[src/rtl/core/dplc_pkg.sv]
package dplc_pkg;

	localparam int LED_COUNT = 5;
	localparam int IDX_W     = $clog2(LED_COUNT);
	localparam int ADDR_W    = 3;

	typedef enum logic [1:0] {
		CMD_MOVE     = 2'd0,
		CMD_DISTANCE = 2'd1,
		CMD_TICK     = 2'd2,
		CMD_REFRESH  = 2'd3
	} cmd_t;

	localparam logic REG_CHASE_STYLE = 1'b0;
	localparam logic REG_ARRIVE_DIST = 1'b1;

	localparam logic [8:0]  ANGLE_MAX      = 9'd360;
	localparam logic [8:0]  SERVO_MAX      = 9'd180;
	localparam logic [15:0] DIST_FAR       = 16'd2000;
	localparam logic [15:0] DIST_NEAR      = 16'd1000;
	localparam logic [7:0]  INTERVAL_FAR   = 8'd200;
	localparam logic [7:0]  INTERVAL_BASE  = 8'd50;
	localparam logic [7:0]  TIMER_MAX      = 8'd255;
	localparam logic [9:0]  ARRIVE_RESET   = 10'd15;
	localparam logic [16:0] RECIP_FIVE     = 17'd205;

	typedef struct packed {
		logic [LED_COUNT-1:0] lit;
		logic [IDX_W-1:0]     idx;
	} chase_t;

	// 50 + d*150/2000 = 50 + floor(floor(3d/8)/5), the divide by 5 by reciprocal
	function automatic logic [7:0] near_interval(input logic [9:0] d);
		logic [11:0] x;
		logic [8:0]  y;
		logic [16:0] p;
		x = {2'b00, d} + {1'b0, d, 1'b0};
		y = x[11:3];
		p = {8'd0, y} * RECIP_FIVE;
		return INTERVAL_BASE + {1'b0, p[16:10]};
	endfunction

endpackage

[src/rtl/core/dplc_chase.sv]
module dplc_chase (
	input  dplc_pkg::chase_t cur,
	input  logic             reverse,
	input  logic             fill,
	input  logic             arrived,
	output dplc_pkg::chase_t nxt
);
	import dplc_pkg::*;

	logic [IDX_W-1:0]     pos;
	logic [LED_COUNT-1:0] base;

	always_comb begin
		pos  = reverse ? IDX_W'(LED_COUNT - 1) - cur.idx : cur.idx;
		base = (!fill || cur.idx == '0) ? '0 : cur.lit;
		if (arrived) begin
			nxt.lit = '1;
			nxt.idx = cur.idx;
		end else begin
			nxt.lit = base | (LED_COUNT'(1) << pos);
			nxt.idx = (cur.idx == IDX_W'(LED_COUNT - 1)) ? '0 : cur.idx + IDX_W'(1);
		end
	end

endmodule

[src/rtl/core/direction_pointer_led_chase.sv]
// channel | signals                                          | direction
// input   | in_valid, in_stall, command, target_angle,       | item in
//         | target_distance                                  |
// output  | out_valid, out_stall, led_pattern, servo_angle,  | item out
//         | backwards, update_due, arrived                   |
// config  | psel, penable, pwrite, paddr, pwdata, prdata     | apb register port
//
// one item per cycle while the result is not stalled; an item passes the input register, then the result register
// state updates as an item moves from the input register to the result register
// arst_n resets the config, pointer state and valid flags, not the input or result data; no clearing pass
// a stalled result holds; the input register takes items unless it holds an item
// behind a stalled result
module direction_pointer_led_chase (
	input  logic                            clk,
	input  logic                            arst_n,
	input  logic                            in_valid,
	output logic                            in_stall,
	input  logic [1:0]                      command,
	input  logic [8:0]                      target_angle,
	input  logic [15:0]                     target_distance,
	output logic                            out_valid,
	input  logic                            out_stall,
	output logic [dplc_pkg::LED_COUNT-1:0]  led_pattern,
	output logic [7:0]                      servo_angle,
	output logic                            backwards,
	output logic                            update_due,
	output logic                            arrived,
	input  logic                            psel,
	input  logic                            penable,
	input  logic                            pwrite,
	input  logic [dplc_pkg::ADDR_W-1:0]     paddr,
	input  logic [31:0]                     pwdata,
	output logic [31:0]                     prdata,
	output logic                            pready
);
	import dplc_pkg::*;

	logic        chase_style_q;
	logic [9:0]  arrive_dist_q;

	logic        valid_s1;
	cmd_t        command_s1;
	logic [8:0]  angle_s1;
	logic [15:0] dist_s1;

	chase_t      chase_q;
	logic [8:0]  pending_angle_q;
	logic        angle_pending_q;
	logic        reverse_q;
	logic [7:0]  servo_q;
	logic        arrived_q;
	logic [7:0]  interval_q;
	logic [7:0]  elapsed_q;
	logic        timer_run_q;
	logic        out_valid_q;
	logic        due_q;

	logic        out_free;
	logic        advance;

	chase_t      chase_in;
	chase_t      chase_out;
	chase_t      chase_n;
	logic [8:0]  pending_angle_n;
	logic        angle_pending_n;
	logic        reverse_n;
	logic [7:0]  servo_n;
	logic        arrived_n;
	logic [7:0]  interval_n;
	logic [7:0]  elapsed_n;
	logic [7:0]  elapsed_inc;
	logic        timer_run_n;
	logic        due_n;

	assign pready   = 1'b1;
	assign out_free = !out_valid_q || !out_stall;
	assign advance  = valid_s1 && out_free;
	assign in_stall = valid_s1 && !out_free;
	assign out_valid = out_valid_q;
	assign update_due = due_q;

	always_comb begin
		unique case (paddr[2])
			REG_CHASE_STYLE: prdata = {31'd0, chase_style_q};
			REG_ARRIVE_DIST: prdata = {22'd0, arrive_dist_q};
			default:         prdata = '0;
		endcase
	end

	always_ff @(posedge clk or negedge arst_n) begin
		if (!arst_n) begin
			chase_style_q <= 1'b1;
			arrive_dist_q <= ARRIVE_RESET;
		end else if (psel && penable && pwrite) begin
			unique case (paddr[2])
				REG_CHASE_STYLE: chase_style_q <= pwdata[0];
				REG_ARRIVE_DIST: arrive_dist_q <= pwdata[9:0];
				default: ;
			endcase
		end
	end

	always_ff @(posedge clk or negedge arst_n) begin
		if (!arst_n) begin
			valid_s1 <= 1'b0;
		end else if (in_valid && !in_stall) begin
			valid_s1 <= 1'b1;
		end else if (advance) begin
			valid_s1 <= 1'b0;
		end
	end

	always_ff @(posedge clk) begin
		if (in_valid && !in_stall) begin
			command_s1 <= cmd_t'(command);
			angle_s1   <= target_angle;
			dist_s1    <= target_distance;
		end
	end

	// pending angle applied ahead of the chase so the mirror sees the new direction
	always_comb begin
		pending_angle_n = pending_angle_q;
		angle_pending_n = angle_pending_q;
		reverse_n       = reverse_q;
		servo_n         = servo_q;
		arrived_n       = arrived_q;
		interval_n      = interval_q;
		elapsed_n       = elapsed_q;
		timer_run_n     = timer_run_q;
		due_n           = 1'b0;
		chase_in        = chase_q;
		elapsed_inc     = (elapsed_q != TIMER_MAX) ? elapsed_q + 8'd1 : elapsed_q;
		if (command_s1 == CMD_REFRESH && angle_pending_q) begin
			angle_pending_n = 1'b0;
			if (pending_angle_q > SERVO_MAX) begin
				servo_n   = 8'(pending_angle_q - SERVO_MAX);
				reverse_n = 1'b1;
			end else begin
				servo_n   = pending_angle_q[7:0];
				reverse_n = 1'b0;
			end
		end
		unique case (command_s1)
			CMD_MOVE: begin
				pending_angle_n = (angle_s1 > ANGLE_MAX) ? ANGLE_MAX : angle_s1;
				angle_pending_n = 1'b1;
			end
			CMD_DISTANCE: begin
				if (dist_s1 > DIST_FAR) begin
					interval_n = INTERVAL_FAR;
				end else if (dist_s1 < DIST_NEAR) begin
					interval_n = near_interval(dist_s1[9:0]);
				end
				if (dist_s1 < {6'd0, arrive_dist_q}) begin
					arrived_n = 1'b1;
				end
			end
			CMD_TICK: begin
				if (!timer_run_q) begin
					timer_run_n = 1'b1;
					elapsed_n   = '0;
				end else if (elapsed_inc >= interval_q) begin
					elapsed_n = '0;
					due_n     = 1'b1;
				end else begin
					elapsed_n = elapsed_inc;
				end
			end
			CMD_REFRESH: ;
			default: ;
		endcase
		chase_n = (command_s1 == CMD_REFRESH) ? chase_out : chase_q;
	end

	dplc_chase u_chase (
		.cur     (chase_in),
		.reverse (reverse_n),
		.fill    (chase_style_q),
		.arrived (arrived_q),
		.nxt     (chase_out)
	);

	always_ff @(posedge clk or negedge arst_n) begin
		if (!arst_n) begin
			chase_q         <= '0;
			pending_angle_q <= '0;
			angle_pending_q <= 1'b1;
			reverse_q       <= 1'b0;
			servo_q         <= '0;
			arrived_q       <= 1'b0;
			interval_q      <= INTERVAL_FAR;
			elapsed_q       <= '0;
			timer_run_q     <= 1'b0;
			out_valid_q     <= 1'b0;
		end else begin
			if (advance) begin
				chase_q         <= chase_n;
				pending_angle_q <= pending_angle_n;
				angle_pending_q <= angle_pending_n;
				reverse_q       <= reverse_n;
				servo_q         <= servo_n;
				arrived_q       <= arrived_n;
				interval_q      <= interval_n;
				elapsed_q       <= elapsed_n;
				timer_run_q     <= timer_run_n;
				out_valid_q     <= 1'b1;
			end else if (!out_stall) begin
				out_valid_q     <= 1'b0;
			end
		end
	end

	always_ff @(posedge clk) begin
		if (advance) begin
			led_pattern <= chase_n.lit;
			servo_angle <= servo_n;
			backwards   <= reverse_n;
			due_q       <= due_n;
			arrived     <= arrived_n;
		end
	end

`ifndef SYNTHESIS
	a_arrived_sticky: assert property (@(posedge clk) disable iff (!arst_n)
		arrived_q |=> arrived_q)
		else $error("arrived latch cleared");

	a_servo_range: assert property (@(posedge clk) disable iff (!arst_n)
		out_valid_q |-> servo_angle <= SERVO_MAX[7:0])
		else $error("servo angle out of range");

	a_index_range: assert property (@(posedge clk) disable iff (!arst_n)
		chase_q.idx <= IDX_W'(LED_COUNT - 1))
		else $error("chase index out of range");

	a_stall_reason: assert property (@(posedge clk) disable iff (!arst_n)
		in_stall |-> valid_s1 && out_valid_q && out_stall)
		else $error("input stalled without a held result");

	a_due_from_tick: assert property (@(posedge clk) disable iff (!arst_n)
		advance && due_n |-> command_s1 == CMD_TICK && timer_run_q)
		else $error("update due outside a running tick");
`endif

endmodule

[config.mk]
export PLATFORM = sky130hd
export DESIGN_NAME = direction_pointer_led_chase
export DESIGN_NICKNAME = d
export VERILOG_FILES = /design/src/rtl/core/dplc_pkg.sv /design/src/rtl/core/dplc_chase.sv /design/src/rtl/core/direction_pointer_led_chase.sv
export SDC_FILE = /design/constraint.sdc
export NUM_CORES = 1
export LEC_CHECK = 0
export BUFFER_PORTS_ARGS = -buffer_cell sky130_fd_sc_hd__buf_4
export CAP_MARGIN = 20
export CORE_MARGIN = 2
export CORE_UTILIZATION = 39
export DETAILED_ROUTE_END_ITERATION = 7
export HOLD_SLACK_MARGIN = 0.03
export SLEW_MARGIN = 10
export SYNTH_ARGS = -nofsm -noshare
export SYNTH_HDL_FRONTEND = slang
export SYNTH_HIERARCHICAL = 1
export SYNTH_SLANG_ARGS = --single-unit
[constraint.sdc]
create_clock -name clk -period 6.95 [get_ports clk]
set_input_delay 0.3475 -clock clk [delete_from_list [all_inputs] [get_ports clk]]
set_output_delay 0.3475 -clock clk [all_outputs]
set_load 0.02 [all_outputs]
# Yosys cells after proc, flatten, opt, wreduce, memory -nomap -nowiden
# Index checks and enable logic that the tools add are counted.
# op_classes
eq_ne,6
bitwise_logic,3
multipliers,1
shift,1
reduce_logical,26
muxes,25
add_sub_neg,6
magnitude_cmp,6
# ops
cell,n
2-to-1 mux 8 bit,9
one-hot mux 32 bit (2 select lines),1
multiplier 9 x 8 -> 17 bit (second input constant),1
> comparator 16 x 11 -> 1 bit (second input constant),1
less-than comparator 16 x 10 -> 1 bit,1
less-than comparator 16 x 10 -> 1 bit (second input constant),1
adder 10 x 11 -> 12 bit,1
AND reduction 2 bit,6
2-to-1 mux 1 bit,11
> comparator 9 x 8 -> 1 bit (second input constant),1
> comparator 9 bit (second input constant),1
2-to-1 mux 9 bit,1
adder 6 x 7 -> 8 bit (first input constant),1
adder 8 x 1 -> 8 bit (second input constant),1
>= comparator 8 bit,1
inequality test 8 bit (second input constant),1
subtractor 8 bit (second input constant),1
logical AND 1 bit,6
2-to-1 mux 3 bit,2
AND reduction 3 bit,2
nonzero test 2 bit,3
logical NOT 1 bit,5
2-to-1 mux 5 bit,1
bitwise OR 5 bit,1
11 further kinds,14
# word_totals
output_inout_bits,51
input_bits,69
reg_bits,101
elab_cells,96

# Depth between registers and ports, before layout
# logic_depth
word_depth,8
mapped_depth,28
depth_no_buf,28

# Cells and area by module
# The synthesis kept the hierarchy.
# by_module_without_submodules
module,instances,cells_each,seq_area_each_um2,area_each_um2
direction_pointer_led_chase,1,608,2753.9,6576.3
dplc_chase,1,35,0.0,240.2

# Worst setup path before layout
# OpenSTA, ideal clock, no wires.
# synth_path
path_type,register -> register
from,register dist_s1[3]
to,register interval_q[6]
path_slack_ns,0.966
period_less_slack_ns,5.984
t_required_ns,6.868
t_arrival_ns,5.902
n_path_buf,0
setup_time_ns,0.082
path_stages_with_launch,28
path_cell_list,edfxtp_1 -> inv_1 -> ha_1 -> nand4_1 -> a31oi_1 -> o21a_1 -> o21a_1 -> o21ai_1 -> nand2b_1 -> a21oi_1 -> o21bai_1 -> xor2_1 -> ha_1 -> fa_1 -> fa_1 -> inv_1 -> fa_1 -> inv_1 -> ha_1 -> a21oi_2 -> nand2_1 -> a21o_1 -> or3b_1 -> o21ai_1 -> xnor2_1 -> nor3_2 -> xnor2_1 -> a22oi_1
# synth_via
elab_chain_len,5
word_cells_on_any_way,9
cone_classes,2 x add/sub; 1 x mul; 2 x order compare; 2 x mux; 2 x reduce/logical
# synth_lines
item,line_no,text
from (decl),direction_pointer_led_chase.sv:44,logic [15:0] dist_s1;
from (signal assigned),direction_pointer_led_chase.sv:117,dist_s1 <= target_distance;
adder 10 x 11 -> 12 bit,dplc_pkg.sv:37,"x = {2'b00, d} + {1'b0, d, 1'b0};"
multiplier 9 x 8 -> 17 bit,dplc_pkg.sv:39,"p = {8'd0, y} * RECIP_FIVE;"
adder 6 x 7 -> 8 bit,dplc_pkg.sv:40,"return INTERVAL_BASE + {1'b0, p[16:10]};"
2-to-1 mux 8 bit,direction_pointer_led_chase.sv:152,end else if (dist_s1 < DIST_NEAR) begin
2-to-1 mux 8 bit,direction_pointer_led_chase.sv:150,if (dist_s1 > DIST_FAR) begin
to (signal assigned),direction_pointer_led_chase.sv:204,interval_q <= interval_n;
to (decl),direction_pointer_led_chase.sv:52,logic [7:0] interval_q;
# Several ways; a longest one is shown, not always the timed one. The select of a mux whose other input is x is not followed.
# A chain may end at the register's enable or synchronous reset.

# Final worst setup path
# Same ends and word-level chain as after synthesis.

==> impl_metrics.csv <==
group,metric,value,unit
status,run_status,"completed",
timing,slew-limit-headroom,0.3677,
timing,setup_viol_count_final,0,
synth,syn_inst,643,
layout,area_growth,14.94,%
global_route,grt_max_degree,59,
global_route,grt_pass1_wl,20960,um
cts,cts_buffer_depth,2,
timing,layout_min_cycle_time,6403,ps
layout,fin_nets,883,
timing,slew_viol_final,0,
place,dp.cells,931,
power,power.density,441.0,mW/mm^2
place,io_buffers,72,
setup_path,crit_family,"adder cells",
place,routabilityCongestion,0.8347,
synth,syn_avg_cell_area,10.60,um^2
timing,final.period_utilization,0.9213,
power,p_leak,3.709,nW
setup_path,slowest_stage,"fa_1",
routing,drtIter0Drc,156,
routing,drt-pass1-iter-count,4,
floorplanning,die_h,136.2,um
floorplanning,dieWidth,136.2,um
floorplanning,die_area,0.01855,mm^2
routing,antenna_left,0,
floorplanning,initial_core_util,0.3969,
job,drv_cap,0,
setup_path,worst-path-buf-inv,3,
layout,fin_cells,948,
global_route,grt.total_usage,0.1412,
timing,grt_setup_unrepaired,"no",
cts,cts_tree,"built",
global_route,grt_pass1_vias,4388,
synth,async_reset_ff_frac,0.5743,
synth,synth_seq_area_share,0.4040,
synth,synth_edf_count,43,
setup_path,critPathLaunchType,"flop",
synth,yosys_warnings,6,
timing,hold_violations,0,
synth,ys.flop_type,"dfrtp_1",
cts,cts_hold_buf,0,
power,irDropWorstVdd,0.2188,mV
setup_path,crit_type,"reg -> reg",
cts,clk_latency,340,ps
cts,cts_root_buffer,"clkbuf_16",
setup_path,end_kind,"flop",
timing,final.setup.worst_slack,547.1,ps
synth,synth_seq_cells,101,
routing,wl_per_cell,13.42,um
layout,drive_gt1_frac,0.2019,
floorplanning,design.core.area,0.01718,mm^2
worst_hold_path,hold_class,"in -> async",
routing,drc,0,
timing,whs,86.85,ps
setup_path,critPathMaxFanout,5,
synth,synth_area,0.006817,mm^2
synth,ys_types,59,
routing,vias,4605,
setup_path,critical_path_required,7200,ps
layout,antenna_cells,0,
timing,skew,8.914,ps
timing,clock.fmax,156.2,MHz
setup_path,slowest_delay,530,ps
routing,routed_via_density,4.858,
cts,path_clk_slew,70,ps
setup_path,crit_arrival,6660,ps
cts,numCtsBuffers,9,
cts,cts_num_sinks,101,
routing,wl,12720,um
floorplanning,io_pins,120,
cts,htree_levels,3,
global_route,gr-total-overflow,0,
global_route,antenna_found_initial,0,
timing,worstMarginPinSlew,947.3,ps
power,total_power,0.003455,W
floorplanning,fp-row-count,48,
place,hpwlAfterDp,10080,um
timing,fin_tns_setup,0,ps
place,pre_cts_ws,342.3,ps
## sequential cells by signal, summed over array words and instances, names as in the netlist, 2 cells and up
register	cells
led_pattern	5
interval_q	8
pending_angle_q	9
dist_s1	16
angle_s1	9
command_s1	2
chase_in	8
arrive_dist_q	10
elapsed_q	8
servo_q	8
servo_angle	8
## cell usage in the layout (no fill, tap or decap), types with 12 or more instances in the layout
master and instances:
edfxtp_1 43, nor2_1 24, mux2_2 33, nand3_1 17
xnor2_1 22, a21oi_1 15, dfrtp_1 49, o21ai_0 18
o21ai_1 13, and2_1 15, conb_1 23, inv_1 73
fa_1 14, ha_1 82, nand2_1 60, a21o_1 12
buf_4 74
## worst paths after layout
check	slack, ps	to	cells past startpoint	startpoint
max in group asynchronous	6370	interval_q[0]$_DFFE_PN0P_	1	arst_n
max reg2reg	550	interval_q[6]$_DFFE_PN1P_	27	dist_s1[3]$_DFFE_PP_
max	550	interval_q[6]$_DFFE_PN1P_	27	dist_s1[3]$_DFFE_PP_
min	90	servo_q[6]$_DFFE_PN0P_	1	arst_n
min in group clk	180	dist_s1[0]$_DFFE_PP_	1	target_distance[0]
min reg2reg	470	timer_run_q$_DFFE_PN0P_	1	timer_run_q$_DFFE_PN0P_
## power breakdown
group / switching [W] / internal, W / leakage [nW]
combinational: 0.00116 / 0.000938 / 2.44
clock: 0.000210 / 0.000288 / 0.140
sequential: 0.0000883 / 0.000766 / 1.13
## cell usage after synthesis (2+ instances only)
master	n	area [um^2]
dfrtp_1	49	1226
nand3_1	17	85.08
mux2i_1	3	30.03
and3_1	2	12.51
nor3b_1	2	15.01
o21ai_2	3	26.28
clkbuf_1	5	18.77
nand4b_1	2	17.52
a22o_1	3	26.28
o31ai_1	2	15.01
o21bai_1	7	52.55
xnor2_1	22	192.7
a22oi_1	2	15.01
nor4_1	5	31.28
nand4_1	6	37.54
or4_1	2	15.01
o211ai_1	2	15.01
nor2_1	24	90.09
a21o_1	12	90.09
xnor2_2	3	48.80
a21oi_1	16	80.08
nor2b_1	2	12.51
buf_4	23	172.7
a31oi_1	4	25.02
o21ai_1	13	65.06
ha_1	82	1026
edfxtp_1	43	1291
nor3_1	10	50.05
dfstp_2	9	236.5
nand3b_1	3	22.52
xor2_1	11	96.34
or3_1	3	18.77
and2_1	15	93.84
a21oi_2	2	17.52
nand2b_1	11	68.82
mux2_2	33	371.6
nand2_1	60	225.2
o21a_1	4	30.03
fa_1	14	280.3
inv_1	73	274.0
conb_1	2	7.510
a221o_1	2	20.02
o21ai_0	18	90.09
a211oi_1	2	15.01
## layer usage
layer	GRT usage	vias to the layer above	wire [um]
met2	0.2353	85	6193
met1	0.1878	2193	5954
met3	0.03318	6	507
li1	-	2321	-
met5	0	-	0
met4	0.02894	0	67
## final cells by class
class | instances | area (um^2)
fill | 1625 | 9341
multi-input combinational | 459 | 3670
sequential | 101 | 2754
timing repair buffer | 74 | 555.5
tap | 225 | 281.5
inverter | 73 | 274.0
clock buffer | 10 | 239.0
clock inverter | 6 | 61.31
## what timing repair did
action	CTS	global route
setup endpoints to repair	0	3
hold endpoints to repair	0	0
setup buffers	0	1
gates resized for setup	0	3
## kinds of logic (layout without fill, tap and decap cells)
kind of cell | Yosys count | after routing | synth area share
AOI/OAI and AO/OA | 100 | 100 | 0.1004
xor gates and xnor gates | 37 | 37 | 0.05195
adders and majority gates | 96 | 96 | 0.1916
buffers and inverters | 104 | 163 | 0.07122
DFF | 101 | 101 | 0.4040
muxes | 36 | 36 | 0.05892
other | 2 | 23 | 0.001102
and+or+nand+nor | 167 | 167 | 0.1208
## worst register-to-register path, stage by stage, from the launching register on
cell and delay, ps:
edfxtp_1 450, inv_1 70, ha_1 340, nand4_1 140
a31oi_1 120, o21a_1 210, o21a_1 200, o21ai_1 170
nand2b_1 100, a21oi_2 230, o21bai_2 120, xor2_1 250
ha_1 320, fa_1 510, fa_1 510, inv_1 50
fa_1 530, inv_1 40, ha_1 340, a21oi_2 160
nand2_1 70, a21o_1 210, or3b_1 360, o21ai_1 200
xnor2_1 230, nor3_2 90, xnor2_1 140, a22oi_1 160
## through the flow
stage | instance area [um^2] | util
after CTS | 7814 | 0.4549
after global placement | 7513 | 0.4374
final | 7835 | 0.4561
after global routing | 7835 | 0.4561
after detailed placement | 7513 | 0.4374
after floorplan | 6895 | -
Note: power is estimated with default switching activity, not from simulation.
